File: src/rtl/core/tube_saturation_dc_block_assert.svh
// Assertion macros for the back end of the saturation and DC-blocking block.
`ifndef TUBE_SATURATION_DC_BLOCK_ASSERT_SVH
`define TUBE_SATURATION_DC_BLOCK_ASSERT_SVH

// The consequent must hold in the same cycle as the antecedent.
`define TSDC_ASSERT_NOW(lbl, clk, rst, ante, cons) \
   lbl: assert property (@(posedge clk) disable iff (rst) (ante) |-> (cons)) \
      else $error("tsdc assertion failed");

// The consequent must hold in the cycle after the antecedent.
`define TSDC_ASSERT_NEXT(lbl, clk, rst, ante, cons) \
   lbl: assert property (@(posedge clk) disable iff (rst) (ante) |=> (cons)) \
      else $error("tsdc assertion failed");

`endif

File: src/rtl/core/tsdc_pkg.sv
`default_nettype none
package tsdc_pkg;

   localparam int SMP_W     = 24;
   localparam int WORD_W    = 48;
   localparam int COEF_W    = 25;
   localparam int CSR_IDX_W = 3;
   localparam int QDEPTH    = 2;

   localparam logic signed [49:0] SAT_HI = 50'sd140737488355327;
   localparam logic signed [49:0] SAT_LO = -50'sd140737488355328;

   typedef enum logic [CSR_IDX_W-1:0] {
      CSR_POS_BIAS   = 3'd0,
      CSR_POS_SLOPE  = 3'd1,
      CSR_POS_OFFSET = 3'd2,
      CSR_NEG_BIAS   = 3'd3,
      CSR_NEG_SLOPE  = 3'd4,
      CSR_NEG_OFFSET = 3'd5,
      CSR_OUT_GAIN   = 3'd6,
      CSR_HP_COEF    = 3'd7
   } csr_idx_type;

   typedef struct packed {
      logic signed [WORD_W-1:0] pos_bias;
      logic signed [WORD_W-1:0] pos_slope;
      logic signed [WORD_W-1:0] pos_offset;
      logic signed [WORD_W-1:0] neg_bias;
      logic signed [WORD_W-1:0] neg_slope;
      logic signed [WORD_W-1:0] neg_offset;
      logic signed [WORD_W-1:0] out_gain;
      logic [COEF_W-1:0]        hp_coef;
   } cfg_type;

   // One classified sample waiting for the back end.
   typedef struct packed {
      logic                     neg;
      logic signed [SMP_W-1:0]  x;
      logic signed [WORD_W-1:0] d;
   } entry_type;

   typedef enum logic [3:0] {
      ST_IDLE,
      ST_M1,
      ST_RAD,
      ST_ROOT,
      ST_OFS,
      ST_M2,
      ST_SHP,
      ST_M3,
      ST_DONE
   } back_state_type;

   // Saturate a 50 bit intermediate sum to signed 48 bit.
   function automatic logic signed [WORD_W-1:0] sat48(input logic signed [49:0] v);
      logic signed [WORD_W-1:0] r;
      if (v > SAT_HI) begin
         r = SAT_HI[WORD_W-1:0];
      end else if (v < SAT_LO) begin
         r = SAT_LO[WORD_W-1:0];
      end else begin
         r = v[WORD_W-1:0];
      end
      return r;
   endfunction

endpackage
`default_nettype wire

File: src/rtl/core/tsdc_queue.sv
`default_nettype none
// Two-entry queue between the front and back ends.
module tsdc_queue (
   input  logic                 clock,
   input  logic                 reset,
   input  logic                 push,
   input  tsdc_pkg::entry_type  push_entry,
   output logic                 full,
   input  logic                 pop,
   output logic                 head_valid,
   output tsdc_pkg::entry_type  head_entry
);

   tsdc_pkg::entry_type mem_ff [tsdc_pkg::QDEPTH];
   logic                wr_ptr_ff, wr_ptr_in;
   logic                rd_ptr_ff, rd_ptr_in;
   logic [1:0]          count_ff,  count_in;

   assign full       = (count_ff == 2'(tsdc_pkg::QDEPTH));
   assign head_valid = (count_ff != 2'd0);
   assign head_entry = mem_ff[rd_ptr_ff];

   always_comb begin
      wr_ptr_in = wr_ptr_ff + 1'(push);
      rd_ptr_in = rd_ptr_ff + 1'(pop);
      count_in  = count_ff + 2'(push) - 2'(pop);
   end

   always_ff @(posedge clock) begin
      if (reset) begin
         wr_ptr_ff <= 1'b0;
         rd_ptr_ff <= 1'b0;
         count_ff  <= 2'd0;
      end else begin
         wr_ptr_ff <= wr_ptr_in;
         rd_ptr_ff <= rd_ptr_in;
         count_ff  <= count_in;
      end
   end

   always_ff @(posedge clock) begin
      if (push) begin
         mem_ff[wr_ptr_ff] <= push_entry;
      end
   end

endmodule
`default_nettype wire

File: config.mk
export PLATFORM = sky130hd
export DESIGN_NAME = tsdc_queue
export DESIGN_NICKNAME = d
export VERILOG_FILES = /design/src/rtl/core/tube_saturation_dc_block_assert.svh /design/src/rtl/core/tsdc_pkg.sv /design/src/rtl/core/tsdc_queue.sv
export SDC_FILE = /design/constraint.sdc
export NUM_CORES = 1
export LEC_CHECK = 0
export BUFFER_PORTS_ARGS = -buffer_cell sky130_fd_sc_hd__buf_2
export CORE_MARGIN = 2
export CORE_UTILIZATION = 50
export CTS_CLUSTER_SIZE = 16
export DETAILED_ROUTE_END_ITERATION = 10
export GPL_ROUTABILITY_DRIVEN = 0
export PLACE_DENSITY_LB_ADDON = 0.15
export SYNTH_ARGS = -nofsm -noshare
export SYNTH_HDL_FRONTEND = slang
export SYNTH_SLANG_ARGS = --single-unit
File: constraint.sdc
create_clock -name clock -period 8 [get_ports clock]
set_clock_uncertainty 0.05 [all_clocks]
set_input_delay 1.6 -clock clock [delete_from_list [all_inputs] [get_ports clock]]
set_output_delay 1.6 -clock clock [all_outputs]
set_load 0.01 [all_outputs]
# Word level (Yosys, flattened, before mapping)
# Memories as Yosys holds them, arrays and structs flattened. A register that Yosys moved wholly into a read port is not among the register bits.
# Index checks and enable logic that the tools add are counted.
# W data, S select, Z words.
# op_classes
reduce_logical,1
n_addsub,4
eq_ne,1
n_mux,3
# ops
operator,n
$mux W1,3
$add A1 B1 Y1,2
$add A2 B1 Y2,1
$eq A2 B2 Y1 const B,1
$reduce_bool A2 Y1,1
$sub A2 B1 Y2,1
# word_totals
wordCells,13
output_inout_bits,75
ff_bits,4
memories,1
ram_bits,146
input_bits,77
# mem_list
name,words,width,read_ports,rd_clocked_by_memory_dff,write_ports,line_no,text
mem_ff,2,73,1,1,1,tsdc_queue.sv:14,tsdc_pkg::entry_type mem_ff [tsdc_pkg::QDEPTH];

# Depth between registers and ports, before layout
# logic_depth
word_depth,2
depth_mapped,6
mapped_depth_nobuf,6

# Worst setup path after synthesis
# Ideal clock, no wire load.
# synth_path
path_type,input to register
from,in push
to,mem mem_ff[0][0] (netlist bit) (enable)
required_time_ns,7.511
arrival_ns,3.357
cell_stages,1
setup_time_ns,0.439
slack_ns,4.154
path_buffers,0
cell_sequence,ha_1
# synth_via
elab_chain_cells,2
# synth_rtl
element,line_no,text
"start, declared",tsdc_queue.sv:6,"input logic push,"
$mux W1,tsdc_queue.sv:42,if (push) begin
$mux W1 (not written as such),tsdc_queue.sv:43,mem_ff[wr_ptr_ff] <= push_entry;
"end, declared",tsdc_queue.sv:14,
# Every way passes these cells.

==> PnR_summary.wiki <==
{| class="wikitable"
! Metric !! Value
|-
| Buffers from clock root to sink, at most || 2
|-
| Dominant cell type by area after synthesis || sky130_fd_sc_hd__edfxtp_1
|-
| Vias in the first global route || 2980
|-
| Static leakage power || 2.84 nW
|-
| Worst rel slew slack || 0.305
|-
| Number of nets in the final layout || 490
|-
| Share of flip-flops with an asynchronous set or reset after synthesis || 0
|-
| Yosys warning count || 0
|-
| Most frequent cell after synthesis || sky130_fd_sc_hd__edfxtp_1
|-
| Fraction of layout cells with a size suffix above 1 || 0.602
|-
| Power per cell area || 266 nW/µm²
|-
| Iteration-0 DRC Markers || 114
|-
| Number of optimization iterations in the first detailed-route pass || 4
|-
| Critical path's top delay family || buffers and inverters
|-
| Relative area change from synthesis to final layout || 25.4%
|-
| Reg2Reg Depth || 3
|-
| Post-detail-place hpwl || 5740 µm
|-
| Design Power || 1.90 mW
|-
| Quantity of I/O buffers inserted on ports || 151
|-
| Crit path buffers/inverters || 2
|-
| Global Route Usage Sum || 0.157
|-
| Total length of routed wires || 9190 µm
|-
| Clock-pin slew on the worst setup and hold paths || 50 ps
|-
| Sort of element at the end of the critical path || output port
|-
| Antenna viol nets, final || 0
|-
| Worst Setup Start Kind || register
|-
| Horiz. Die Dim || 111 µm
|-
| Overflow left after global routing || 0
|-
| H-tree level count || 4
|-
| Non-filler cells, final || 563
|-
| CTS tree || done
|-
| Flip-flop and latch area || 4470 µm²
|-
| Clock latency reported for the late side of the worst-skew pair || 400 ps
|-
| Final sum of negative setup slack || 0 ps
|-
| Endpoint of the worst setup timing path || head_entry[59]
|-
| RSZ-0062 raised after global routing || no
|-
| Worst Tran Pin Value || 1040 ps
|-
| DRC viols || 0
|-
| Maximum number of pins on one net before global-route repair || 74
|-
| Max_cap viols || 0
|-
| Synthesis-stage register bit count || 150
|-
| Arrival time of the worst setup path || 2420 ps
|-
| Share of the yosys chip area belonging to registers || 0.781
|-
| Clock net sink count || 150
|-
| Top cells by area in the synthesized netlist || sky130_fd_sc_hd__edfxtp_1 77%, sky130_fd_sc_hd__mux2_4 16%, sky130_fd_sc_hd__mux2_2 2.6%
|-
| Filler Cells Inserted || 808
|-
| Ports placed on the boundary || 152
|-
| Final worst path period share || 0.508
|-
| Max FO, Critical Path || 51
|-
| Distinct cell type count after synthesis || 13
|-
| Cell-by-cell trace of the critical path || buf_4 -> mux2_2 -> buf_2
|-
| Total core area || 11300 µm²
|-
| Clock root buffer || sky130_fd_sc_hd__clkbuf_16
|-
| Peak Freq || 246 MHz
|-
| Row count || 39
|-
| Hold buffers post-CTS || 0
|-
| Avg Cell Area, Syn || 23.2 µm²
|-
| Total clock buffers created by CTS || 17
|-
| Die Area || 12300 µm²
|-
| Final-report max-slew violation count || 0
|-
| Run status || finished clean
|-
| Synthesized netlist net count || 327
|-
| Peak ir drop on the vdd network || 159 µV
|-
| Stages on worst setup path || 3
|-
| Average wire length per cell after detail routing || 16.3 µm
|-
| Routed vias || 2773
|-
| Share of the synthesized area in the top cell type || 0.767
|-
| Endpoints failing setup || 0
|-
| Worst r2r dst || rd_ptr_ff
|-
| Number of gates resized after CTS || 0
|-
| Slowest cell delay on critical path || 770 ps
|-
| Height of the die || 111 µm
|-
| Count of final hold-check violations || 0
|-
| Critical-path cell with the highest stage delay || sky130_fd_sc_hd__buf_4
|-
| Crit path kind || register to output port
|-
| Average vias per placed instance || 4.93
|-
| Number of antenna violations at the first check in global routing || 0
|-
| Area occupied by multi-input gates || 1180 µm²
|-
| Inserted Diodes || 0
|-
| Top flip-flop cell by instance count after synthesis || sky130_fd_sc_hd__edfxtp_1
|-
| Placed cell count || 533
|-
| Post-synth top cells || 146 x sky130_fd_sc_hd__edfxtp_1, 60 x sky130_fd_sc_hd__mux2_4, 13 x sky130_fd_sc_hd__mux2_2, 7 x sky130_fd_sc_hd__buf_6
|-
| Count of mapped cells out of synthesis || 246
|-
| Effective utilization at floorplan || 0.507
|-
| Clock period minus worst slack || 4070 ps
|-
| Hold Crit Class || register to register
|-
| Flop-to-flop setup slack || 6080 ps
|-
| Number of enable-type register cells in the synthesized netlist || 146
|-
| RR Startpoint || rd_ptr_ff
|-
| Required time of the worst setup path || 6350 ps
|-
| Number of buffers added for setup after CTS || 0
|-
| Beginning of the critical path || rd_ptr_ff
|-
| Global-route wire length before repair || 14500 µm
|-
| Synthesized cell area || 5720 µm²
|}
[worst min path at each step]
| stage | from | endpoint | slack [ps] | cells after the start |
|---|---|---|---|---|
| finish | wr_ptr_ff | wr_ptr_ff | 570 | 3 |
| global route | wr_ptr_ff | wr_ptr_ff | 600 | 3 |
| CTS | wr_ptr_ff | wr_ptr_ff | 570 | 3 |
| detailed placement | wr_ptr_ff | wr_ptr_ff | 560 | 3 |
| global placement | wr_ptr_ff | wr_ptr_ff | 540 | 3 |
| floorplan | wr_ptr_ff | wr_ptr_ff | 470 | 3 |
[placed cells by master (no fill, tap or decap)]
cell	netlist	routed
sky130_fd_sc_hd__inv_1	3	3
sky130_fd_sc_hd__xnor3_1	1	1
sky130_fd_sc_hd__ha_4	0	2
sky130_fd_sc_hd__clkinvlp_4	0	3
sky130_fd_sc_hd__bufinv_16	0	3
sky130_fd_sc_hd__xnor2_1	1	1
sky130_fd_sc_hd__buf_4	0	1
sky130_fd_sc_hd__nor2b_1	2	2
sky130_fd_sc_hd__buf_2	1	151
sky130_fd_sc_hd__mux2_2	13	13
sky130_fd_sc_hd__or2_2	1	1
sky130_fd_sc_hd__nor2_1	3	3
sky130_fd_sc_hd__dfxtp_1	4	3
sky130_fd_sc_hd__clkinv_1	0	6
sky130_fd_sc_hd__clkbuf_16	0	17
sky130_fd_sc_hd__ha_1	4	2
sky130_fd_sc_hd__mux2_4	60	60
sky130_fd_sc_hd__clkinv_2	0	1
sky130_fd_sc_hd__dfxtp_4	0	1
sky130_fd_sc_hd__edfxtp_1	146	146
[registers in the layout, indices dropped and copies added, names as in the netlist]
name,cells
count_ff,2
mem_ff,146
rd_ptr_ff,1
wr_ptr_ff,1
[report_power, final]
group | total (mW) | internal, mW | switching [mW]
clock network | 0.755 | 0.479 | 0.276
registers | 0.937 | 0.919 | 0.0184
logic | 0.212 | 0.113 | 0.0988
[worst min-delay path, cell delays in order (launching register included)]
cell,delay (ps)
sky130_fd_sc_hd__dfxtp_1,330
sky130_fd_sc_hd__inv_1,90
sky130_fd_sc_hd__ha_4,120
sky130_fd_sc_hd__nor2_1,30
[routing by layer]
metal | up-vias | global-route usage | wire [µm]
met2 | 101 | 0.260 | 4570
met1 | 1370 | 0.188 | 3920
li1 | 1295 | - | -
met3 | 7 | 0.0607 | 610
met5 | - | 0 | 0
met4 | 0 | 0.0575 | 86
[logic make-up after synthesis]
kind of cell               Yosys count  synth area share
DFF                                150             0.781
muxes                               73             0.183
buffers and inverters               11            0.0166
and+or+nand+nor                      6           0.00525
adders and majority gates            4           0.00875
xor gates and xnor gates             2           0.00547
[through the flow]
step	util	area [µm²]	setup WS, ps	hold slack (ps)
2_1_floorplan	-	5720	4150	469
3_3_place_gp	0.586	6610	4350	543
3_5_place_dp	0.586	6610	4330	563
4_1_cts	0.636	7170	3880	570
5_1_grt	0.636	7170	3780	599
6_report	0.636	7170	3930	568
[final cells by class]
| type | count | area share |
|---|---|---|
| sequential | 150 | 0.623 |
| multi-input combinational | 85 | 0.165 |
| timing repair buffer | 152 | 0.106 |
| clock buffer | 17 | 0.0593 |
| tap | 143 | 0.0250 |
| clock inverter | 13 | 0.0195 |
| inverter | 3 | 0.00157 |
Note: power is estimated with default switching activity, not from simulation.
