File: src/rtl/core/tube_saturation_dc_block_assert.svh
// Assertion macros for the back end of the saturation and DC-blocking block.
`ifndef TUBE_SATURATION_DC_BLOCK_ASSERT_SVH
`define TUBE_SATURATION_DC_BLOCK_ASSERT_SVH

// The consequent must hold in the same cycle as the antecedent.
`define TSDC_ASSERT_NOW(lbl, clk, rst, ante, cons) \
   lbl: assert property (@(posedge clk) disable iff (rst) (ante) |-> (cons)) \
      else $error("tsdc assertion failed");

// The consequent must hold in the cycle after the antecedent.
`define TSDC_ASSERT_NEXT(lbl, clk, rst, ante, cons) \
   lbl: assert property (@(posedge clk) disable iff (rst) (ante) |=> (cons)) \
      else $error("tsdc assertion failed");

`endif

File: src/rtl/core/tsdc_pkg.sv
`default_nettype none
package tsdc_pkg;

   localparam int SMP_W     = 24;
   localparam int WORD_W    = 48;
   localparam int COEF_W    = 25;
   localparam int CSR_IDX_W = 3;
   localparam int QDEPTH    = 2;

   localparam logic signed [49:0] SAT_HI = 50'sd140737488355327;
   localparam logic signed [49:0] SAT_LO = -50'sd140737488355328;

   typedef enum logic [CSR_IDX_W-1:0] {
      CSR_POS_BIAS   = 3'd0,
      CSR_POS_SLOPE  = 3'd1,
      CSR_POS_OFFSET = 3'd2,
      CSR_NEG_BIAS   = 3'd3,
      CSR_NEG_SLOPE  = 3'd4,
      CSR_NEG_OFFSET = 3'd5,
      CSR_OUT_GAIN   = 3'd6,
      CSR_HP_COEF    = 3'd7
   } csr_idx_type;

   typedef struct packed {
      logic signed [WORD_W-1:0] pos_bias;
      logic signed [WORD_W-1:0] pos_slope;
      logic signed [WORD_W-1:0] pos_offset;
      logic signed [WORD_W-1:0] neg_bias;
      logic signed [WORD_W-1:0] neg_slope;
      logic signed [WORD_W-1:0] neg_offset;
      logic signed [WORD_W-1:0] out_gain;
      logic [COEF_W-1:0]        hp_coef;
   } cfg_type;

   // One classified sample waiting for the back end.
   typedef struct packed {
      logic                     neg;
      logic signed [SMP_W-1:0]  x;
      logic signed [WORD_W-1:0] d;
   } entry_type;

   typedef enum logic [3:0] {
      ST_IDLE,
      ST_M1,
      ST_RAD,
      ST_ROOT,
      ST_OFS,
      ST_M2,
      ST_SHP,
      ST_M3,
      ST_DONE
   } back_state_type;

   // Saturate a 50 bit intermediate sum to signed 48 bit.
   function automatic logic signed [WORD_W-1:0] sat48(input logic signed [49:0] v);
      logic signed [WORD_W-1:0] r;
      if (v > SAT_HI) begin
         r = SAT_HI[WORD_W-1:0];
      end else if (v < SAT_LO) begin
         r = SAT_LO[WORD_W-1:0];
      end else begin
         r = v[WORD_W-1:0];
      end
      return r;
   endfunction

endpackage
`default_nettype wire

File: src/rtl/core/tsdc_req_if.sv
`default_nettype none
interface tsdc_req_if;
   logic              valid;
   logic              ready;
   logic signed [23:0] in_sample;

   modport source (output valid, output in_sample, input ready);
   modport sink   (input valid, input in_sample, output ready);
endinterface
`default_nettype wire

File: src/rtl/core/tsdc_front.sv
`default_nettype none
// Takes input words, picks the side of the curve and forms the clamped slope term.
module tsdc_front (
   tsdc_req_if.sink                 req,
   input  tsdc_pkg::cfg_type        cfg,
   input  logic                     q_full,
   output logic                     q_push,
   output tsdc_pkg::entry_type      q_entry
);

   logic signed [49:0] x24;
   logic signed [49:0] slope_ext;
   logic               neg;

   assign neg       = req.in_sample[23];
   assign x24       = {{22{req.in_sample[23]}}, req.in_sample, 4'b0};
   assign slope_ext = neg ? {{2{cfg.neg_slope[47]}}, cfg.neg_slope}
                          : {{2{cfg.pos_slope[47]}}, cfg.pos_slope};

   assign req.ready = !q_full;
   assign q_push    = req.valid && !q_full;

   always_comb begin
      q_entry.neg = neg;
      q_entry.x   = req.in_sample;
      q_entry.d   = neg ? tsdc_pkg::sat48(slope_ext + x24)
                        : tsdc_pkg::sat48(slope_ext - x24);
   end

endmodule
`default_nettype wire

File: src/flat_wrapper.sv
// flat-port wrapper written by rule: the top's interface ports become plain ports
module tsdc_front_flat 
  (cfg, q_full, q_push, q_entry, req_valid, req_in_sample, req_ready);
  tsdc_req_if req_i ();
  input  tsdc_pkg::cfg_type cfg;
  input  logic q_full;
  output logic q_push;
  output tsdc_pkg::entry_type q_entry;
  input wire logic [$bits(req_i.valid)-1:0] req_valid;
  input wire logic [$bits(req_i.in_sample)-1:0] req_in_sample;
  output wire logic [$bits(req_i.ready)-1:0] req_ready;
  assign req_i.valid = req_valid;
  assign req_i.in_sample = req_in_sample;
  assign req_ready = req_i.ready;
  tsdc_front u_core (.req(req_i), .cfg(cfg), .q_full(q_full), .q_push(q_push), .q_entry(q_entry));
endmodule
File: config.mk
export PLATFORM = sky130hd
export DESIGN_NAME = tsdc_front_flat
export DESIGN_NICKNAME = d
export VERILOG_FILES = /design/src/rtl/core/tube_saturation_dc_block_assert.svh /design/src/rtl/core/tsdc_pkg.sv /design/src/rtl/core/tsdc_req_if.sv /design/src/rtl/core/tsdc_front.sv /design/src/flat_wrapper.sv
export SDC_FILE = /design/constraint.sdc
export NUM_CORES = 1
export LEC_CHECK = 0
export ABC_AREA = 1
export BUFFER_PORTS_ARGS = -buffer_cell sky130_fd_sc_hd__buf_2
export CAP_MARGIN = 10
export CORE_AREA = 2 2 180 182
export DETAILED_ROUTE_END_ITERATION = 12
export DIE_AREA = 0 0 182 184
export PLACE_DENSITY = 0.63
export SLEW_MARGIN = 5
export SYNTH_ARGS = -nofsm -noshare
export SYNTH_HDL_FRONTEND = slang
export SYNTH_SLANG_ARGS = --single-unit
File: constraint.sdc
create_clock -name vclk -period 5.6
set_input_delay 0.84 -clock vclk [all_inputs]
set_output_delay 0.84 -clock vclk [all_outputs]
set_load 0.03 [all_outputs]
== Word-level counts from Yosys, hierarchy flattened ==
Index checks and enable logic that the tools add are counted.

* Output and inout port bits: 75
* Input port bits: 387
* Word-level logic and storage cells: 14
* Register bits after elaboration: 0

* $add $sub $neg: 2
* Multiplexer cells: 6
* Reductions and logical operators: 2
* Order comparisons: 4

{| class="wikitable"
|+ Operators by type and width
! operator !! count
|-
| $mux W48 || 5
|-
| $gt A50 B48 Y1 const B || 2
|-
| $lt A50 B48 Y1 const B || 2
|-
| $add A50 B28 Y50 || 1
|-
| $mux W50 || 1
|-
| $sub A50 B28 Y50 || 1
|-
| $logic_and A1 B1 Y1 || 1
|-
| $logic_not A1 Y1 || 1
|}

== Longest topological paths before layout ==
Gate-level depths: netlist of run 1.

* Depth in word-level cells: 6
* Mapped depth: 29
* Gate-level depth less buffers: 23

== Worst setup path after synthesis of run 1 ==
Ideal clock, no wire load.

* Kind: input to output
* From: in req_in_sample[23]
* To: out q_entry[17] (netlist name)
* Setup slack: 0.633 ns
* Buffers on the path: 8
* Required time: 4.760 ns
* Stages on the path: 24
* Arrival time: 4.127 ns
* Path through: inv_2 -> buf_6 -> buf_6 -> buf_6 -> clkbuf_1 -> clkbuf_1 -> nand2_1 -> nand2_1 -> ha_1 -> clkbuf_1 -> inv_1 -> nand2_1 -> nor2_1 -> nand2_1 -> nor3_2 -> nand3_2 -> nand4_2 -> nand2_1 -> o21bai_4 -> buf_6 -> buf_4 -> nand2_1 -> nand2_1 -> nand2_1

{| class="wikitable"
|+ RTL lines
! item !! line !! text
|-
| from (decl) || flat_wrapper.sv:10 || <nowiki>input wire logic [$bits(req_i.in_sample)-1:0] req_in_sample;</nowiki>
|-
| to (decl) || flat_wrapper.sv:8 || <nowiki>output tsdc_pkg::entry_type q_entry;</nowiki>
|}

==> results.md, run 1 <==
* DRC violations left at 0
* Crit path max-delay family: simple AND/OR/NAND/NOR gates
* DIE AREA at 33490 um^2
* Cells after Synth at 1675
* Post-DP HPWL at 33.30 mm
* Initial Util at 25.69%
* Crit-path slowest cell: fa_1
* Hold Crit Class: in2out
* Initial antenna violation count at 0
* Sum of negative setup slack at 0 ns
* Global-route wire length before repair at 57.31 mm
* Drt wl/cell at 17.27 um
* Buffers on Ports at 197
* Nets at 2267
* Register area at 0 um^2
* Post-synth top area cell: nand2_1
* Routed via count at 10820
* Pwr/cell area at 152.5 nW/um^2
* Vias in the first global route at 10030
* Critical Path, Cell by Cell: buf_4, clkinv_2, or2_2, o21ai_0, ha_1, inv_1, fa_1, nand3_1, nand2_1, nand3_1, nand3_2, nand3_1, nand3_2, nand2_1, nand2_1, nand2_1, nand2_1, buf_4, nand2_1, nand2_1, nand2_1, buf_2
* Synth Net Count at 2114
* Worst path max stage delay at 0.41 ns
* Critical path class: in2out
* Final hold viol count at 0
* Largest family of logic cells by synthesized area: simple AND/OR/NAND/NOR gates
* Chip Width at 182 um
* Post-synthesis mux area share at 0%
* Placed cell area at 9321 um^2
* Critical path arrival at 4.44 ns
* Worst path bufs/invs at 5
* Outcome: completed
* Synth Cell Area at 8065 um^2
* Avg Inst Size Synth at 4.815 um^2
* Setup-failing EPs final at 0
* Register area share after synthesis at 0%
* Max Cap Violations at 0
* Slew headroom at 51.72%
* Synth warn at 0
* Final Max Tran Viols at 0
* # rows at 65
* Max Clk Rate at 0.1895 GHz
* Top post-synthesis cells by area: nand2_1 (37%), ha_1 (7.8%), inv_1 (7.4%)
* Adder-cell share of the synthesized area at 8.253%
* Hold slack at 1.958 ns
* Xor/xnor share of the synthesized area at 6.733%
* Io pins at 462
* Routed Antenna Nets at 0
* GRT overflow at 0
* Synth cell types at 41
* Crit path capture type: primary output
* Final instance area at 9329 um^2
* Tot GR Track Use at 22.15%
* First DRT Iteration DRCs at 945
* Post-Synth Simple-Gate Area at 54.72%
* RSZ-0062 raised after global routing: false
* FF+latch count at 0
* Area grow syn2layout at 15.67%
* Compound-cell area share of the yosys netlist at 15.34%
* Tot Pwr at 1423 uW
* Yosys top cell area share at 37.37%
* Routability cong. at 0.9968
* Core Area at 31390 um^2
* Period utilization at 94.21%
* Fillers at 3783
* CP required at 4.76 ns
* Largest net degree at the start of global routing at 92
* Worst-margin pin slew at 0.7167 ns
* VDD IR max at 0.08021 mV
* Area of the multi-input gates at 6875 um^2
* Ant diodes at 0
* Fin crit period at 5.276 ns
* Most used cell, CP: nand2_1
* Critical path peak fanout at 28
* Share of post-route cells with drive strength above 1 at 16.87%
* Hold-fix buffers, CTS at 0
* CLK BUF at 0
* Critical path startpoint category: input pin
* Die height at 184 um
* Drt total wl at 38.47 mm
* Length of the first detailed-routing pass in iterations at 5
* Leak pwr at 0.005472 uW
* Number of vias per cell at 4.854
cells in the final DEF, fill, tap and decap left out, drive strengths merged, types with 4 or more instances in the layout:
| cell | instances |
|---|---|
| nand2 | 843 |
| ha | 50 |
| xor2 | 62 |
| nor3 | 10 |
| nor4 | 4 |
| nand3 | 66 |
| o21ai | 88 |
| nand4 | 10 |
| o211ai | 4 |
| o21a | 9 |
| a21o | 4 |
| a31oi | 5 |
| buf | 230 |
| a21oi | 85 |
| nor2 | 157 |
| inv | 167 |
| o21bai | 18 |
logic make-up after synthesis:
| logic type | after synthesis |
|---|---|
| compound gates | 218 |
| xor+xnor | 62 |
| fa+ha+maj | 52 |
| buf+inv | 249 |
| simple gates | 1094 |
stage by stage:
step / instances / worst slack (ns) / utilization (%)
3_3_place_gp: 2228 / 0.1224 / 29.69
5_1_grt: 2228 / 0.005176 / 29.72
4_1_cts: 2228 / 0.08637 / 29.69
6_report: 2228 / 0.3241 / 29.72
2_1_floorplan: 1675 / 0.6333 / -
3_5_place_dp: 2228 / 0.1008 / 29.69
area by class of cell:
type / instances / share of cell area, %
Tap cell: 402 / 5.392
Inverter: 170 / 6.854
Multi-Input combinational cell: 1426 / 73.70
Timing Repair Buffer: 230 / 14.06
synth_stat cells:
cell type	count
a31oi_1	5
o22ai_1	2
inv_1	159
nor2_1	146
nand3_2	3
nand4_2	1
nand4_1	9
o21bai_4	1
nand2_1	803
clkbuf_1	17
nor4_1	4
nand3_1	63
o21a_1	9
clkinv_1	2
o211ai_1	3
o21bai_1	17
nor3_1	9
buf_8	2
o21ai_0	78
nand3b_1	1
ha_1	50
nand2_4	2
a21boi_0	3
inv_2	9
o21ai_2	7
o211ai_2	1
nand2_2	38
o21ai_1	3
nor2_2	11
a21o_1	4
buf_4	32
xor2_1	62
or2_2	2
nor3b_1	1
fa_1	2
buf_2	10
a21oi_1	85
nor3_2	1
clkbuf_4	1
buf_6	15
buf_1	2
routing by layer:
| layer | wire length (um) | part of all wire, % | global-route usage [%] | vias to the layer above |
|---|---|---|---|---|
| met3 | 2879 | 7.5 | 1.763 | 38 |
| met4 | 754 | 2.0 | 3.645 | 0 |
| met1 | 18380 | 48 | 32.14 | 4818 |
| met5 | 0 | 0 | 0 | - |
| met2 | 16450 | 43 | 36.09 | 490 |
| li1 | - | - | - | 5469 |
repair_timing:
item | CTS | global route
setup buffers | 0 | 0
endpoints found under the setup margin | 0 | 25
gates resized for setup | 0 | 4
path summary, 6_finish.rpt:
path / from / to / depth (start not counted)
hold / removal: q_full / req_ready / 3
setup / recovery: req_in_sample[23] / q_entry[8] / 22
tightest hold or removal path, cell delays in order:
cell and delay [ns]:
buf_2 0.09, inv_1 0.03, buf_2 0.16
power by group:
group | leakage, uW | internal [uW] | switching, uW
Combinational | 0.00547 | 426 | 996
Sequential | 0 | 0 | 0
Clock | 0 | 0 | 0
No activity file was read; power rests on OpenSTA's default activity.
==> run 2, diff against run 1 <==
--- a/config.mk
+++ b/config.mk
@@ -8,10 +8,10 @@
 export ABC_AREA = 1
 export BUFFER_PORTS_ARGS = -buffer_cell sky130_fd_sc_hd__buf_2
 export CAP_MARGIN = 10
-export CORE_AREA = 2 2 180 182
+export CORE_AREA = 2 2 177 179
 export DETAILED_ROUTE_END_ITERATION = 12
-export DIE_AREA = 0 0 182 184
-export PLACE_DENSITY = 0.63
+export DIE_AREA = 0 0 179 181
+export PLACE_DENSITY = 0.67
 export SLEW_MARGIN = 5
 export SYNTH_ARGS = -nofsm -noshare
 export SYNTH_HDL_FRONTEND = slang
==> constraint.sdc (replaced) <==
create_clock -name vclk -period 4.6
set_input_delay 0.69 -clock vclk [all_inputs]
set_output_delay 0.69 -clock vclk [all_outputs]
set_load 0.03 [all_outputs]
==> run 2 against run 1 <==
First-iteration DRC count shrank 8.0%. Setup slack worse by 0.18 ns. Critical path depth shrank 1. Clock-buffer cell count unchanged. Routed wire length grew 8.0%. Non-clock buffer count up 297. Combinational power grew 54%. Via count rose by 11%.
==> results.md, run 2 (synthesis gave the netlist of run 1 again) <==
* Outcome: completed (unchanged)
* Max Clk Rate at 0.2246 GHz
* CLK BUF at 0 (unchanged)
* Register area at 0 um^2 (unchanged)
* Worst-margin pin slew at 0.6932 ns (was 0.7167 ns)
* Largest net degree at the start of global routing at 50 (was 92)
* Crit path max-delay family: simple AND/OR/NAND/NOR gates (unchanged)
* Final core utilization at 39.21% (was 29.72%)
* Final Max Tran Viols at 0 (unchanged)
* Max Cap Violations at 0 (unchanged)
* Die height at 181 um (was 184 um)
* Hold Crit Class: in2out (unchanged)
* Setup ws final at 0.1475 ns (was 0.3241 ns)
* Pre-CTS setup slack at -0.07300 ns (was 0.1008 ns)
* Post-DP HPWL at 35.57 mm (was 33.30 mm)
* Most used cell, CP: nand2_1 (unchanged)
* Area grow syn2layout at 47.53% (was 15.67%)
* Pwr/cell area at 182.9 nW/um^2 (was 152.5 nW/um^2)
* Routed via count at 11980 (was 10820)
* VDD IR max at 0.09116 mV (was 0.08021 mV)
* Drt wl/cell at 16.50 um (was 17.27 um)
* Pint at 855.1 uW (was 426.4 uW)
* Initial antenna violation count at 0 (unchanged)
* CP required at 3.91 ns (was 4.76 ns)
* FF+latch count at 0 (unchanged)
* DRC violations left at 0 (unchanged)
* Drt total wl at 41.56 mm (was 38.47 mm)
* Logic pwr share at 100.0% (about the same)
* Global-route wire length before repair at 61.40 mm (was 57.31 mm)
* Critical Path, Cell by Cell: buf_6, inv_4, buf_12, nand2_1, nand2_1, ha_1, inv_1, nand2_1, nor2_1, nand2_1, nor3_4, nand3_2, nand4_2, nand2_1, o21bai_4, buf_4, buf_8, nand2_1, nand2_1, nand2_1, clkbuf_4 (was buf_4, clkinv_2, or2_2, o21ai_0, ha_1, inv_1, fa_1, nand3_1, nand2_1, nand3_1, nand3_2, nand3_1, nand3_2, nand2_1, nand2_1, nand2_1, nand2_1, buf_4, nand2_1, nand2_1, nand2_1, buf_2)
* Most common library cell in the layout ignoring fill and taps: nand2_1 (unchanged)
* Critical path arrival at 3.76 ns (was 4.44 ns)
* Io pins at 462 (unchanged)
* Clk pwr share at 0% (about the same)
* Routability cong. at 0.9983 (was 0.9968)
* Worst path bufs/invs at 7 (was 5)
* Vias in the first global route at 11250 (was 10030)
* GRT overflow at 0 (unchanged)
* Critical path startpoint category: input pin (unchanged)
* Buffers on Ports at 197 (unchanged)
* Crit-path slowest cell: ha_1 (was fa_1)
* # rows at 64 (was 65)
* Fin crit period at 4.453 ns
* P_sw at 1321 uW (was 996.3 uW)
* Non-Filler Instances at 2519 (was 2228)
* Setup-failing EPs final at 0 (unchanged)
* Crit path capture type: primary output (unchanged)
* Period utilization at 96.79%
* RSZ-0062 raised after global routing: true (was false)
* Length of the first detailed-routing pass in iterations at 6 (was 5)
* Share of post-route cells with drive strength above 1 at 30.15% (was 16.87%)
* First DRT Iteration DRCs at 869 (was 945)
* Initial Util at 26.57% (was 25.69%)
* Switching share of total power at 60.71% (was 70.03%)
* Chip Width at 179 um (was 182 um)
* Core Area at 30350 um^2 (was 31390 um^2)
* Final hold viol count at 0 (unchanged)
* Slew headroom at 53.30% (was 51.72%)
* Placed cell count at 2509 (was 2228)
* Most frequent cells in the layout: nand2_1 (796), buf_4 (314), buf_2 (188), inv_1 (159), nor2_1 (137) (was nand2_1 (803), buf_2 (196), inv_1 (159), nor2_1 (145), a21oi_1 (85))
* Number of vias per cell at 4.756 (was 4.854)
* Critical path class: in2out (unchanged)
* DIE AREA at 32400 um^2 (was 33490 um^2)
* Tot Pwr at 2176 uW (was 1423 uW)
* Ant diodes at 0 (unchanged)
* Worst path max stage delay at 0.25 ns (was 0.41 ns)
* Leak pwr at 0.007010 uW (was 0.005472 uW)
* Critical path peak fanout at 14 (was 28)
* Nets at 2564 (was 2267)
* Reg power frac at 0% (about the same)
* Routed Antenna Nets at 0 (unchanged)
* Tot GR Track Use at 24.48% (was 22.15%)
-- run 2: cell count changes in the layout (fill, tap and decap cells not counted), moves of 5 or more --
cell / delta
ha_1: -6
nand2_2: +6
nand2_1: -7
nor2_2: +7
a21oi_2: +9
clkbuf_4: +5
buf_2: -8
buf_4: +286
clkbuf_16: +5
nor2_1: -8
a21oi_1: -9
buf_6: +5
-- run 2: path summary, 6_finish.rpt --
check / slack, ns / start / endpoint / cells past startpoint
max: 0.15 / req_in_sample[23] / q_entry[20] / 21
min: 1.66 / q_full / req_ready / 3
-- run 2: power groups by stage --
stage / logic [uW] / registers, uW / clock network, uW
after floorplan: 1170 / 0 / 0
after global placement: 2030 / 0 / 0
after detailed placement: 2040 / 0 / 0
after CTS: 2050 / 0 / 0
after global routing: 2370 / 0 / 0
final: 2180 / 0 / 0
-- run 2: metal layers --
metal  GRT usage (%)  vias to the layer above  share of wire [%]
met5               0                        -                  0
met4           5.106                        0                2.7
met3           2.062                       57                7.6
met2           39.89                      489                 43
met1           34.85                     5354                 46
li1                -                     6080                  -
-- run 2: final cells by class --
class                           count  area, um^2
Tap cell                          396       495.5
Fill cell                        3488       18450
Timing Repair Buffer              527        3720
Multi-Input combinational cell   1426        7043
Inverter                          170       640.6
-- run 2: tightest hold or removal path, delay by kind of cell --
family	cells	cell delay, ns
buffers and inverters	3	0.28
-- run 2: what timing repair did --
item,CTS,global route
cloned,0,5
setup endpoints to repair,23,47
resized for setup,3,67
setup buffers,1,4
hold buffers,0,0
pin swaps,1,5
-- run 2: through the flow --
step / cell area (um^2) / setup TNS, ns / hold WS [ns]
after CTS: 11500 / -0.005388 / 1.660
after global routing: 11900 / -0.1717 / 1.667
after floorplan: 8069 / 0 / 1.490
after global placement: 11480 / -0.1780 / 1.657
after detailed placement: 11480 / -0.3570 / 1.660
final: 11900 / 0 / 1.658
