`src/rtl/core/tube_saturation_dc_block_assert.svh`:
```
// Assertion macros for the back end of the saturation and DC-blocking block.
`ifndef TUBE_SATURATION_DC_BLOCK_ASSERT_SVH
`define TUBE_SATURATION_DC_BLOCK_ASSERT_SVH

// The consequent must hold in the same cycle as the antecedent.
`define TSDC_ASSERT_NOW(lbl, clk, rst, ante, cons) \
   lbl: assert property (@(posedge clk) disable iff (rst) (ante) |-> (cons)) \
      else $error("tsdc assertion failed");

// The consequent must hold in the cycle after the antecedent.
`define TSDC_ASSERT_NEXT(lbl, clk, rst, ante, cons) \
   lbl: assert property (@(posedge clk) disable iff (rst) (ante) |=> (cons)) \
      else $error("tsdc assertion failed");

`endif

```
`src/rtl/core/tsdc_pkg.sv`:
```
`default_nettype none
package tsdc_pkg;

   localparam int SMP_W     = 24;
   localparam int WORD_W    = 48;
   localparam int COEF_W    = 25;
   localparam int CSR_IDX_W = 3;
   localparam int QDEPTH    = 2;

   localparam logic signed [49:0] SAT_HI = 50'sd140737488355327;
   localparam logic signed [49:0] SAT_LO = -50'sd140737488355328;

   typedef enum logic [CSR_IDX_W-1:0] {
      CSR_POS_BIAS   = 3'd0,
      CSR_POS_SLOPE  = 3'd1,
      CSR_POS_OFFSET = 3'd2,
      CSR_NEG_BIAS   = 3'd3,
      CSR_NEG_SLOPE  = 3'd4,
      CSR_NEG_OFFSET = 3'd5,
      CSR_OUT_GAIN   = 3'd6,
      CSR_HP_COEF    = 3'd7
   } csr_idx_type;

   typedef struct packed {
      logic signed [WORD_W-1:0] pos_bias;
      logic signed [WORD_W-1:0] pos_slope;
      logic signed [WORD_W-1:0] pos_offset;
      logic signed [WORD_W-1:0] neg_bias;
      logic signed [WORD_W-1:0] neg_slope;
      logic signed [WORD_W-1:0] neg_offset;
      logic signed [WORD_W-1:0] out_gain;
      logic [COEF_W-1:0]        hp_coef;
   } cfg_type;

   // One classified sample waiting for the back end.
   typedef struct packed {
      logic                     neg;
      logic signed [SMP_W-1:0]  x;
      logic signed [WORD_W-1:0] d;
   } entry_type;

   typedef enum logic [3:0] {
      ST_IDLE,
      ST_M1,
      ST_RAD,
      ST_ROOT,
      ST_OFS,
      ST_M2,
      ST_SHP,
      ST_M3,
      ST_DONE
   } back_state_type;

   // Saturate a 50 bit intermediate sum to signed 48 bit.
   function automatic logic signed [WORD_W-1:0] sat48(input logic signed [49:0] v);
      logic signed [WORD_W-1:0] r;
      if (v > SAT_HI) begin
         r = SAT_HI[WORD_W-1:0];
      end else if (v < SAT_LO) begin
         r = SAT_LO[WORD_W-1:0];
      end else begin
         r = v[WORD_W-1:0];
      end
      return r;
   endfunction

endpackage
`default_nettype wire

```
`src/rtl/core/tsdc_rsp_if.sv`:
```
`default_nettype none
interface tsdc_rsp_if;
   logic              valid;
   logic              ready;
   logic signed [23:0] out_sample;

   modport source (output valid, output out_sample, input ready);
   modport sink   (input valid, input out_sample, output ready);
endinterface
`default_nettype wire

```
`src/rtl/core/tsdc_back.sv`:
```
`default_nettype none
`include "tube_saturation_dc_block_assert.svh"
// Sequencer that runs the shaping curve, the square root and the high-pass filter.
module tsdc_back (
   input  logic                 clock,
   input  logic                 reset,
   input  tsdc_pkg::cfg_type    cfg,
   input  logic                 q_valid,
   input  tsdc_pkg::entry_type  q_head,
   output logic                 q_pop,
   tsdc_rsp_if.source           rsp
);

   localparam logic signed [47:0] W_MAX = 48'sh7FFF_FFFF_FFFF;
   localparam logic signed [47:0] W_MIN = 48'sh8000_0000_0000;
   localparam logic signed [43:0] Q_LO  = -44'sd1048576;
   localparam logic signed [43:0] Q_HI  = 44'sd8388607;

   tsdc_pkg::back_state_type state_ff, state_in;

   logic               side_neg_ff, side_neg_in;
   logic [47:0]        mul_a_ff, mul_a_in;
   logic [47:0]        mul_b_ff, mul_b_in;
   logic               mul_neg_ff, mul_neg_in;
   logic               mul_s24_ff, mul_s24_in;
   logic [2:0]         mcnt_ff, mcnt_in;
   logic [47:0]        pp_ff, pp_in;
   logic [1:0]         pp_sh_ff, pp_sh_in;
   logic [95:0]        acc_ff, acc_in;
   logic signed [47:0] mres_ff, mres_in;
   logic [71:0]        radr_ff, radr_in;
   logic [39:0]        rem_ff, rem_in;
   logic [35:0]        root_ff, root_in;
   logic [5:0]         rcnt_ff, rcnt_in;
   logic signed [47:0] shaped_ff, shaped_in;
   logic signed [47:0] prev_shaped_ff, prev_shaped_in;
   logic signed [23:0] prev_out_ff, prev_out_in;
   logic               rsp_valid_ff, rsp_valid_in;
   logic signed [23:0] rsp_data_ff, rsp_data_in;

   logic [23:0]        op_a, op_b;
   logic [47:0]        op_prod;
   logic               out_free;

   // Magnitude of a signed word; the most negative value maps to 2^47.
   function automatic logic [47:0] abs48(input logic signed [47:0] v);
      return v[47] ? 48'(-v) : 48'(v);
   endfunction

   // Truncate the magnitude of the product, saturate and apply its sign.
   function automatic logic signed [47:0] mul_fin(input logic [95:0] acc,
                                                  input logic s24, input logic neg);
      logic [95:0]        sh;
      logic               big;
      logic signed [47:0] r;
      sh  = s24 ? (acc >> 24) : (acc >> 20);
      big = |sh[95:47];
      if (neg) begin
         r = big ? W_MIN : 48'(-sh[47:0]);
      end else begin
         r = big ? W_MAX : sh[47:0];
      end
      return r;
   endfunction

   assign op_prod   = op_a * op_b;
   assign out_free  = !rsp_valid_ff || rsp.ready;
   assign rsp.valid      = rsp_valid_ff;
   assign rsp.out_sample = rsp_data_ff;

   always_comb begin
      logic signed [47:0] xext;
      logic signed [47:0] rad;
      logic signed [47:0] sval;
      logic signed [47:0] shp;
      logic signed [47:0] sum;
      logic signed [49:0] bias_ext;
      logic signed [49:0] ofs_ext;
      logic [39:0]        rem_sh;
      logic [39:0]        trial;
      logic signed [43:0] q;
      logic signed [23:0] qc;
      logic               mul_state;

      state_in       = state_ff;
      side_neg_in    = side_neg_ff;
      mul_a_in       = mul_a_ff;
      mul_b_in       = mul_b_ff;
      mul_neg_in     = mul_neg_ff;
      mul_s24_in     = mul_s24_ff;
      mcnt_in        = mcnt_ff;
      pp_in          = pp_ff;
      pp_sh_in       = pp_sh_ff;
      acc_in         = acc_ff;
      mres_in        = mres_ff;
      radr_in        = radr_ff;
      rem_in         = rem_ff;
      root_in        = root_ff;
      rcnt_in        = rcnt_ff;
      shaped_in      = shaped_ff;
      prev_shaped_in = prev_shaped_ff;
      prev_out_in    = prev_out_ff;
      rsp_valid_in   = rsp_valid_ff && !rsp.ready;
      rsp_data_in    = rsp_data_ff;
      q_pop          = 1'b0;

      xext     = {{24{q_head.x[23]}}, q_head.x};
      bias_ext = side_neg_ff ? {{2{cfg.neg_bias[47]}}, cfg.neg_bias}
                             : {{2{cfg.pos_bias[47]}}, cfg.pos_bias};
      ofs_ext  = side_neg_ff ? {{2{cfg.neg_offset[47]}}, cfg.neg_offset}
                             : {{2{cfg.pos_offset[47]}}, cfg.pos_offset};
      rad      = side_neg_ff ? tsdc_pkg::sat48(bias_ext - {{2{mres_ff[47]}}, mres_ff})
                             : tsdc_pkg::sat48(bias_ext + {{2{mres_ff[47]}}, mres_ff});
      sval     = tsdc_pkg::sat48({14'b0, root_ff} + ofs_ext);
      shp      = side_neg_ff ? ((mres_ff == W_MIN) ? W_MAX : 48'(-mres_ff)) : mres_ff;
      sum      = tsdc_pkg::sat48({{2{shp[47]}}, shp}
                                 - {{2{prev_shaped_ff[47]}}, prev_shaped_ff}
                                 + {{22{prev_out_ff[23]}}, prev_out_ff, 4'b0});
      rem_sh   = {rem_ff[37:0], radr_ff[71:70]};
      trial    = {2'b0, root_ff, 2'b01};
      q        = mres_ff[47:4];
      if (q < Q_LO) begin
         qc = Q_LO[23:0];
      end else if (q > Q_HI) begin
         qc = Q_HI[23:0];
      end else begin
         qc = q[23:0];
      end

      // Shared 24 by 24 multiplier: four partial products, then the finishing step.
      op_a = mul_a_ff[23:0];
      op_b = mul_b_ff[23:0];
      mul_state = (state_ff == tsdc_pkg::ST_M1) || (state_ff == tsdc_pkg::ST_M2)
                  || (state_ff == tsdc_pkg::ST_M3);
      case (mcnt_ff)
         3'd1: begin
            op_b = mul_b_ff[47:24];
         end
         3'd2: begin
            op_a = mul_a_ff[47:24];
         end
         3'd3: begin
            op_a = mul_a_ff[47:24];
            op_b = mul_b_ff[47:24];
         end
         default: begin
         end
      endcase
      if (mul_state) begin
         mcnt_in = mcnt_ff + 3'd1;
         if (mcnt_ff < 3'd4) begin
            pp_in    = op_prod;
            pp_sh_in = (mcnt_ff == 3'd0) ? 2'd0 : ((mcnt_ff == 3'd3) ? 2'd2 : 2'd1);
         end
         if ((mcnt_ff >= 3'd1) && (mcnt_ff <= 3'd4)) begin
            case (pp_sh_ff)
               2'd0:    acc_in = acc_ff + {48'b0, pp_ff};
               2'd1:    acc_in = acc_ff + {24'b0, pp_ff, 24'b0};
               default: acc_in = acc_ff + {pp_ff, 48'b0};
            endcase
         end
         if (mcnt_ff == 3'd5) begin
            mres_in = mul_fin(acc_ff, mul_s24_ff, mul_neg_ff);
            mcnt_in = 3'd0;
         end
      end

      case (state_ff)
         tsdc_pkg::ST_IDLE: begin
            if (q_valid) begin
               q_pop       = 1'b1;
               side_neg_in = q_head.neg;
               mul_a_in    = abs48(xext);
               mul_b_in    = abs48(q_head.d);
               mul_neg_in  = q_head.x[23] ^ q_head.d[47];
               mul_s24_in  = 1'b0;
               mcnt_in     = 3'd0;
               acc_in      = '0;
               state_in    = tsdc_pkg::ST_M1;
            end
         end
         tsdc_pkg::ST_M1: begin
            if (mcnt_ff == 3'd5) begin
               state_in = tsdc_pkg::ST_RAD;
            end
         end
         tsdc_pkg::ST_RAD: begin
            radr_in  = {abs48(rad), 24'b0};
            rem_in   = '0;
            root_in  = '0;
            rcnt_in  = '0;
            state_in = tsdc_pkg::ST_ROOT;
         end
         tsdc_pkg::ST_ROOT: begin
            if (rem_sh >= trial) begin
               rem_in  = rem_sh - trial;
               root_in = {root_ff[34:0], 1'b1};
            end else begin
               rem_in  = rem_sh;
               root_in = {root_ff[34:0], 1'b0};
            end
            radr_in = {radr_ff[69:0], 2'b00};
            rcnt_in = rcnt_ff + 6'd1;
            if (rcnt_ff == 6'd35) begin
               state_in = tsdc_pkg::ST_OFS;
            end
         end
         tsdc_pkg::ST_OFS: begin
            mul_a_in   = abs48(sval);
            mul_b_in   = abs48(cfg.out_gain);
            mul_neg_in = sval[47] ^ cfg.out_gain[47];
            mul_s24_in = 1'b1;
            mcnt_in    = 3'd0;
            acc_in     = '0;
            state_in   = tsdc_pkg::ST_M2;
         end
         tsdc_pkg::ST_M2: begin
            if (mcnt_ff == 3'd5) begin
               state_in = tsdc_pkg::ST_SHP;
            end
         end
         tsdc_pkg::ST_SHP: begin
            shaped_in  = shp;
            mul_a_in   = abs48(sum);
            mul_b_in   = {23'b0, cfg.hp_coef};
            mul_neg_in = sum[47];
            mul_s24_in = 1'b1;
            mcnt_in    = 3'd0;
            acc_in     = '0;
            state_in   = tsdc_pkg::ST_M3;
         end
         tsdc_pkg::ST_M3: begin
            if (mcnt_ff == 3'd5) begin
               state_in = tsdc_pkg::ST_DONE;
            end
         end
         tsdc_pkg::ST_DONE: begin
            if (out_free) begin
               rsp_valid_in   = 1'b1;
               rsp_data_in    = qc;
               prev_shaped_in = shaped_ff;
               prev_out_in    = qc;
               state_in       = tsdc_pkg::ST_IDLE;
            end
         end
         default: begin
            state_in = tsdc_pkg::ST_IDLE;
         end
      endcase
   end

   always_ff @(posedge clock) begin
      if (reset) begin
         state_ff       <= tsdc_pkg::ST_IDLE;
         mcnt_ff        <= 3'd0;
         rcnt_ff        <= 6'd0;
         rsp_valid_ff   <= 1'b0;
         prev_shaped_ff <= '0;
         prev_out_ff    <= '0;
      end else begin
         state_ff       <= state_in;
         mcnt_ff        <= mcnt_in;
         rcnt_ff        <= rcnt_in;
         rsp_valid_ff   <= rsp_valid_in;
         prev_shaped_ff <= prev_shaped_in;
         prev_out_ff    <= prev_out_in;
      end
   end

   always_ff @(posedge clock) begin
      side_neg_ff <= side_neg_in;
      mul_a_ff    <= mul_a_in;
      mul_b_ff    <= mul_b_in;
      mul_neg_ff  <= mul_neg_in;
      mul_s24_ff  <= mul_s24_in;
      pp_ff       <= pp_in;
      pp_sh_ff    <= pp_sh_in;
      acc_ff      <= acc_in;
      mres_ff     <= mres_in;
      radr_ff     <= radr_in;
      rem_ff      <= rem_in;
      root_ff     <= root_in;
      shaped_ff   <= shaped_in;
      rsp_data_ff <= rsp_data_in;
   end

   `TSDC_ASSERT_NOW(a_root_bound, clock, reset, state_ff == tsdc_pkg::ST_ROOT, rcnt_ff < 6'd36)
   `TSDC_ASSERT_NOW(a_mul_bound, clock, reset, (state_ff == tsdc_pkg::ST_M1) || (state_ff == tsdc_pkg::ST_M2) || (state_ff == tsdc_pkg::ST_M3), mcnt_ff <= 3'd5)
   `TSDC_ASSERT_NEXT(a_pop_starts, clock, reset, q_pop, state_ff == tsdc_pkg::ST_M1)
   `TSDC_ASSERT_NEXT(a_done_delivers, clock, reset, (state_ff == tsdc_pkg::ST_DONE) && out_free, rsp_valid_ff && (state_ff == tsdc_pkg::ST_IDLE))

endmodule
`default_nettype wire
```
`src/flat_wrapper.sv`:
```
// flat-port wrapper written by rule: the top's interface ports become plain ports
module tsdc_back_flat 
  (clock, reset, cfg, q_valid, q_head, q_pop, rsp_valid, rsp_out_sample, rsp_ready);
  tsdc_rsp_if rsp_i ();
  input  logic clock;
  input  logic reset;
  input  tsdc_pkg::cfg_type cfg;
  input  logic q_valid;
  input  tsdc_pkg::entry_type q_head;
  output logic q_pop;
  output wire logic [$bits(rsp_i.valid)-1:0] rsp_valid;
  output wire logic [$bits(rsp_i.out_sample)-1:0] rsp_out_sample;
  input wire logic [$bits(rsp_i.ready)-1:0] rsp_ready;
  assign rsp_valid = rsp_i.valid;
  assign rsp_out_sample = rsp_i.out_sample;
  assign rsp_i.ready = rsp_ready;
  tsdc_back u_core (.clock(clock), .reset(reset), .cfg(cfg), .q_valid(q_valid), .q_head(q_head), .q_pop(q_pop), .rsp(rsp_i));
endmodule
```
`config.mk`:
```
export PLATFORM = sky130hd
export DESIGN_NAME = tsdc_back_flat
export DESIGN_NICKNAME = d
export VERILOG_FILES = /design/src/rtl/core/tsdc_pkg.sv /design/src/rtl/core/tsdc_rsp_if.sv /design/src/rtl/core/tsdc_back.sv /design/src/flat_wrapper.sv
export VERILOG_INCLUDE_DIRS = /design/src /design/src/rtl/core
export SDC_FILE = /design/constraint.sdc
export NUM_CORES = 2
export LEC_CHECK = 0
export BUFFER_PORTS_ARGS = -buffer_cell sky130_fd_sc_hd__buf_2
export CORE_MARGIN = 2
export CORE_UTILIZATION = 55
export CTS_CLUSTER_DIAMETER = 100
export DETAILED_ROUTE_END_ITERATION = 10
export PLACE_DENSITY = 0.76
export SLEW_MARGIN = 40
export SYNTH_ARGS = -nofsm -noshare
export SYNTH_HDL_FRONTEND = slang
export SYNTH_SLANG_ARGS = --single-unit
```
`constraint.sdc`:
```
create_clock -name clock -period 15.17 [get_ports clock]
set_input_delay 1.517 -clock clock [delete_from_list [all_inputs] [get_ports clock]]
set_output_delay 1.517 -clock clock [all_outputs]
set_load 0.005 [all_outputs]
```
## Word-level counts from Yosys, hierarchy flattened

Index checks and enable logic that the tools add are counted.

| storage, ports and cells | value |
|---|---|
| register bits after elaboration | 597 |
| input port bits | 438 |
| output and inout port bits | 26 |
| word-level logic and storage cells | 163 |

| cells by class | value |
|---|---|
| add/subtract/negate cells | 19 |
| multiply operators | 1 |
| $lt $le $gt $ge | 14 |
| equality and inequality tests | 21 |
| multiplexer cells | 62 |
| bitwise gates (word level) | 2 |
| reduce and logical (&&, ||, !) cells | 24 |

Operator list:

| operator | count |
|---|---|
| 48-bit two-way mux | 22 |
| 96-bit one-hot mux with 2 select lines | 2 |
| 48-bit negation | 7 |
| 96-bit two-way mux | 3 |
| 48-bit one-hot mux with 3 select lines | 2 |
| 50-bit by 48-bit greater-than comparator with 1-bit output, second input constant | 4 |
| 50-bit by 48-bit less-than comparator with 1-bit output, second input constant | 4 |
| 72-bit one-hot mux with 2 select lines | 1 |
| 50-bit adder | 2 |
| 50-bit two-way mux | 2 |
| 96-bit by 48-bit adder with 96-bit output | 1 |
| 96-bit by 72-bit adder with 96-bit output | 1 |
| 96-bit adder | 1 |
| 24-bit two-way mux | 4 |
| 76-bit two-way mux | 1 |
| 38-bit one-hot mux with 2 select lines | 1 |
| 36-bit one-hot mux with 2 select lines | 1 |
| 36-bit by 50-bit adder with 50-bit output | 1 |
| 50-bit subtractor | 1 |
| 49-bit OR reduction | 1 |
| 48-bit by 48-bit subtractor with 49-bit output | 1 |
| 48-bit == test, second input constant | 1 |
| 24-bit by 24-bit multiplier with 48-bit output | 1 |
| 24-bit negation with 48-bit output | 1 |
| other kinds (42) | 77 |

## Longest topological paths before layout

| depth | value |
|---|---|
| depth in word-level cells | 11 |
| depth in mapped cells | 61 |
| gate-level depth less buffers | 57 |

## Worst setup path before layout

No wires, ideal clock.

| path | value |
|---|---|
| path kind | register to register |
| from | register u_core.mres_ff[1] |
| to | register u_core.mul_a_ff[44], data pin |
| arrival | 12,129 ps |
| required time | 14,899 ps |
| slack | 2,770 ps |
| stages on the path, launching flop included | 59 |
| buffers on the path | 4 |
| period minus slack after synthesis | 12,400 ps |
| cells stage by stage | edfxtp_1 > inv_1 > ha_1 > and3_1 > nand4_1 > or3_1 > or3_1 > nand4b_1 > nor3_1 > nand3_1 > or3_1 > nor3_1 > nand3_1 > nor4_2 > nand3_1 > nand2_1 > clkbuf_1 > o21ai_0 > (+23 left out) > a211oi_1 > mux2i_1 > nand2_1 > clkbuf_1 > o21ai_0 > ha_1 > buf_2 > and3_1 > nand3_1 > nor4_1 > a22oi_1 > o22a_1 > a2111o_1 > a21oi_1 > and4b_1 > or2_2 > xnor2_1 > o22ai_1 |

| between the ends | value |
|---|---|
| longest elaborated chain between the ends | 11 |
| elaborated cells on any way between the ends | 13 |
| those cells by class | 4 x add/sub; 2 x order compare; 1 x eq/ne; 6 x mux |

Ends and longest elaborated chain:

| item | line | source |
|---|---|---|
| start: declaration | tsdc_back.sv:30 | `logic signed [47:0] mres_ff, mres_in;` |
| start signal: assignment | tsdc_back.sv:279 | `mres_ff <= mres_in;` |
| 48-bit negation / 48-bit == test (equally long branches) | tsdc_back.sv:115 | `shp = side_neg_ff ? ((mres_ff == W_MIN) ? W_MAX : 48'(-mres_ff)) : mres_ff;` |
| 48-bit two-way mux | tsdc_back.sv:115 |  |
| 48-bit two-way mux * | tsdc_back.sv:115 |  |
| 48-bit by 48-bit subtractor with 49-bit output * | tsdc_back.sv:117 | `- {{2{prev_shaped_ff[47]}}, prev_shaped_ff}` |
| 50-bit adder * | tsdc_back.sv:118 | `+ {{22{prev_out_ff[23]}}, prev_out_ff, 4'b0});` |
| 50-bit by 48-bit less-than comparator with 1-bit output | tsdc_pkg.sv:59 | `end else if (v < SAT_LO) begin` |
| 48-bit two-way mux | tsdc_pkg.sv:59 |  |
| 48-bit two-way mux * | tsdc_pkg.sv:57 | `if (v > SAT_HI) begin` |
| 48-bit negation | tsdc_back.sv:47 | `return v[47] ? 48'(-v) : 48'(v);` |
| 48-bit two-way mux * | tsdc_back.sv:47 |  |
| 48-bit one-hot mux with 3 select lines * | tsdc_back.sv:168 | `case (state_ff)` |
| net u_core.mul_a_in[44] | tsdc_back.sv:22 | `logic [47:0] mul_a_ff, mul_a_in;` |
| end signal: assignment | tsdc_back.sv:272 | `mul_a_ff <= mul_a_in;` |
| end: declaration | tsdc_back.sv:22 |  |

Mark *: on every way through the listed nets, which the timed path passes. The rest lies on a longest branch.
A chain may end at the register's enable or synchronous reset.

## Final worst setup path

Same ends and word-level chain as after synthesis.

==> metrics.cfg <==
[outcome]
status = finished clean

[logic_synthesis]
async_flop_share_pct = 0
yosysWarnings = 0
ys_seq_area_share_pct = 20.2
synth_fp_nets = 10900
ys_types = 119
synthFlopType = edfxtp_1
synth_area_um2 = 76100
avgSynthCellArea_um2 = 8.08
synth_edf_count = 391
synth_cells = 9419
synth_seq_cells = 573

[global_routing]
busiest_layer = met2
grt_first_pass_wirelength_mm = 419
grt_overflow_total = 0
grt_use_total_pct = 38.4
grt_pass1_vias = 70000
grt_max_degree = 84
use_met2_pct = 56.6
grtUsageMet1_pct = 52.6
antenna_found_initial = 26
met3_usage_pct = 11.0

[placement]
io_buffers = 367
gp_congestion = 1.05
dp_hpwl_mm = 216

[worst_hold_path]
hold_class = flip-flop to flip-flop

[drt]
drt-total-wl_mm = 280
drc = 0
drtIter0Drc = 9502
drt-wirelength-per-cell_um = 24.6
antenna_left = 0
firstDrtPassIters = 7
viasPerCell = 6.50
dr_total_vias = 74200

[clock_network]
cts_root_buf = clkbuf_16
cts.reportedPaths.clkPinSlew_ps = 60
clk_latency_ps = 720
cts_max_path_buffers = 3
postCtsSetupRepairBufs = 0
cts_buffers = 72
cts_max_level = 3
tritoncts = done
clkSinkCount = 573

[timing]
drv_slew = 0
min_period_over_period_pct = 93.5
finalHoldViolCount = 0
max_slew_margin_pct = 28.1
setup_violations = 0
max_freq_mhz = 70.5
tightestPinTransition_ps = 1070
fin_skew_ps = 42.7
period_minus_slack_ps = 14190
holdWs_ps = 454

[critical_path]
path_max_fanout = 9
max_stage_delay_ps = 470
critical_path_required_ps = 15560
path_class = flip-flop to flip-flop
crit_path_frequent_cell = o21ai_0
crit_path_end_kind = flip-flop
cp.arrival_ps = 14570
startpoint_type = flip-flop
slowest_stage = a2111o_1

[final_layout]
fill_cells = 12300
mostFrequentLayoutCell = nand2_1
nNetsFinal = 11100
layout-drive-gt1-share_pct = 9.89
syn2layout_area_growth_pct = 7.96
final_cell_mix = nand2_1, nor2_1, a21oi_1

[die]
start_util_pct = 55.4
die-width_um = 376
core_um2 = 137000
die_area_um2 = 141000
rows = 136
boundaryPins = 464
dieHeight_um = 376

[flow_run]
drv_cap = 0

## synthesized netlist by cell type, types with 23 or more instances
cell	n	area (um^2)
nand3_1	171	856
a211oi_1	91	683
o211ai_1	61	458
and3_1	69	432
nand4_1	68	425
buf_1	47	176
nand2b_1	83	519
o22ai_1	58	363
mux2i_1	136	1360
or2_2	64	400
xnor2_1	391	3420
nor2_1	896	3360
inv_1	817	3070
nand2_1	1084	4070
or3_1	70	438
o21bai_1	88	661
clkbuf_1	349	1310
edfxtp_1	391	11700
mux2_2	148	1670
xor2_1	241	2110
fa_1	490	9810
a21o_1	227	1700
and2_1	71	444
nor3_1	191	956
o31ai_1	78	586
o31a_1	25	219
a31oi_1	81	507
a21oi_1	835	4180
o21ai_1	23	115
nor4_1	71	444
dfxtp_1	182	3640
o21ai_0	533	2670
a22oi_1	30	225
nor2b_1	72	450
o21a_1	55	413
or4_1	30	225
o41ai_1	33	289
buf_2	30	150
a221oi_1	23	201
ha_1	592	7410
o221ai_1	25	219
## area by class of cell
type	instances	area (um^2)	share of cell area [%]
diodes	15	37.5	0.0457
repair buffers	483	2740	3.33
inverters	824	3100	3.77
clock inverters	46	588	0.715
multi-input cells	7588	56200	68.4
well taps	1794	2240	2.73
clock buffers	87	1890	2.30
flip-flops and latches	573	15400	18.7
## kinds of logic (layout without fill, tap and decap cells)
kind of cell / Yosys count / after routing / share of synthesized area (%)
compound gates: 2542 / 2542 / 21.3
xor+xnor: 632 / 632 / 7.27
fa+ha+maj: 1082 / 1082 / 22.6
buf+inv: 1258 / 1440 / 6.31
flops: 573 / 573 / 20.2
mux: 284 / 284 / 3.98
other cells: 0 / 15 / 0
simple gates: 3048 / 3048 / 18.4
## critical path: cells and delay by family (launching register included)
family	cells	cell delay (ps)
xor+xnor	2	300
compound gates	24	6290
buf+inv	3	600
simple gates	22	5020
flops	1	440
fa+ha+maj	4	1240
## per-layer routing
layer	wire length (um)	vias to the layer above
met1	112000	35600
li1	-	33400
met3	37000	760
met5	89	-
met4	13600	14
met2	118000	4424
## repair_timing
item                                    4_1_cts  5_1_grt
endpoints found under the setup margin        0       11
resized for setup                             0        8
endpoints found under the hold margin         0        0
hold buffers                                  0        0
## worst paths after layout
check	start	endpoint	slack [ps]	depth (start not counted)
hold / removal	u_core.prev_shaped_ff[7]	u_core.prev_shaped_ff[7]	450	2
setup / recovery	u_core.mres_ff[1]	u_core.mul_a_ff[44]	980	55
setup reg to reg	u_core.mres_ff[1]	u_core.mul_a_ff[44]	980	55
hold reg to reg	u_core.prev_shaped_ff[7]	u_core.prev_shaped_ff[7]	450	2
## registers in the layout, indices dropped and copies added (netlist names), 48 cells and up
signal and cells:
u_core.prev_shaped_ff 48, u_core.mul_a_ff 48, u_core.radr_ff 48, u_core.mul_b_ff 48, u_core.mres_ff 48, u_core.pp_ff 48, u_core.shaped_ff 48, u_core.acc_ff 96
## metrics by stage
stage          cell area, um^2  setup WS (ps)  utilization (%)  setup TNS [ps]  std cells
2_1_floorplan            76100           2770                -               0       9419
3_3_place_gp             79500           1220             57.8               0      11300
3_5_place_dp             79600            931             57.9               0      11300
4_1_cts                  82100            773             59.7               0      11400
5_1_grt                  82200         -0.684             59.8          -0.684      11400
6_report                 82200            985             59.8               0      11400
Power is left out: the tool's default activity adds up to more than one toggle a clock period on the data nets, which glitch-free logic cannot reach.
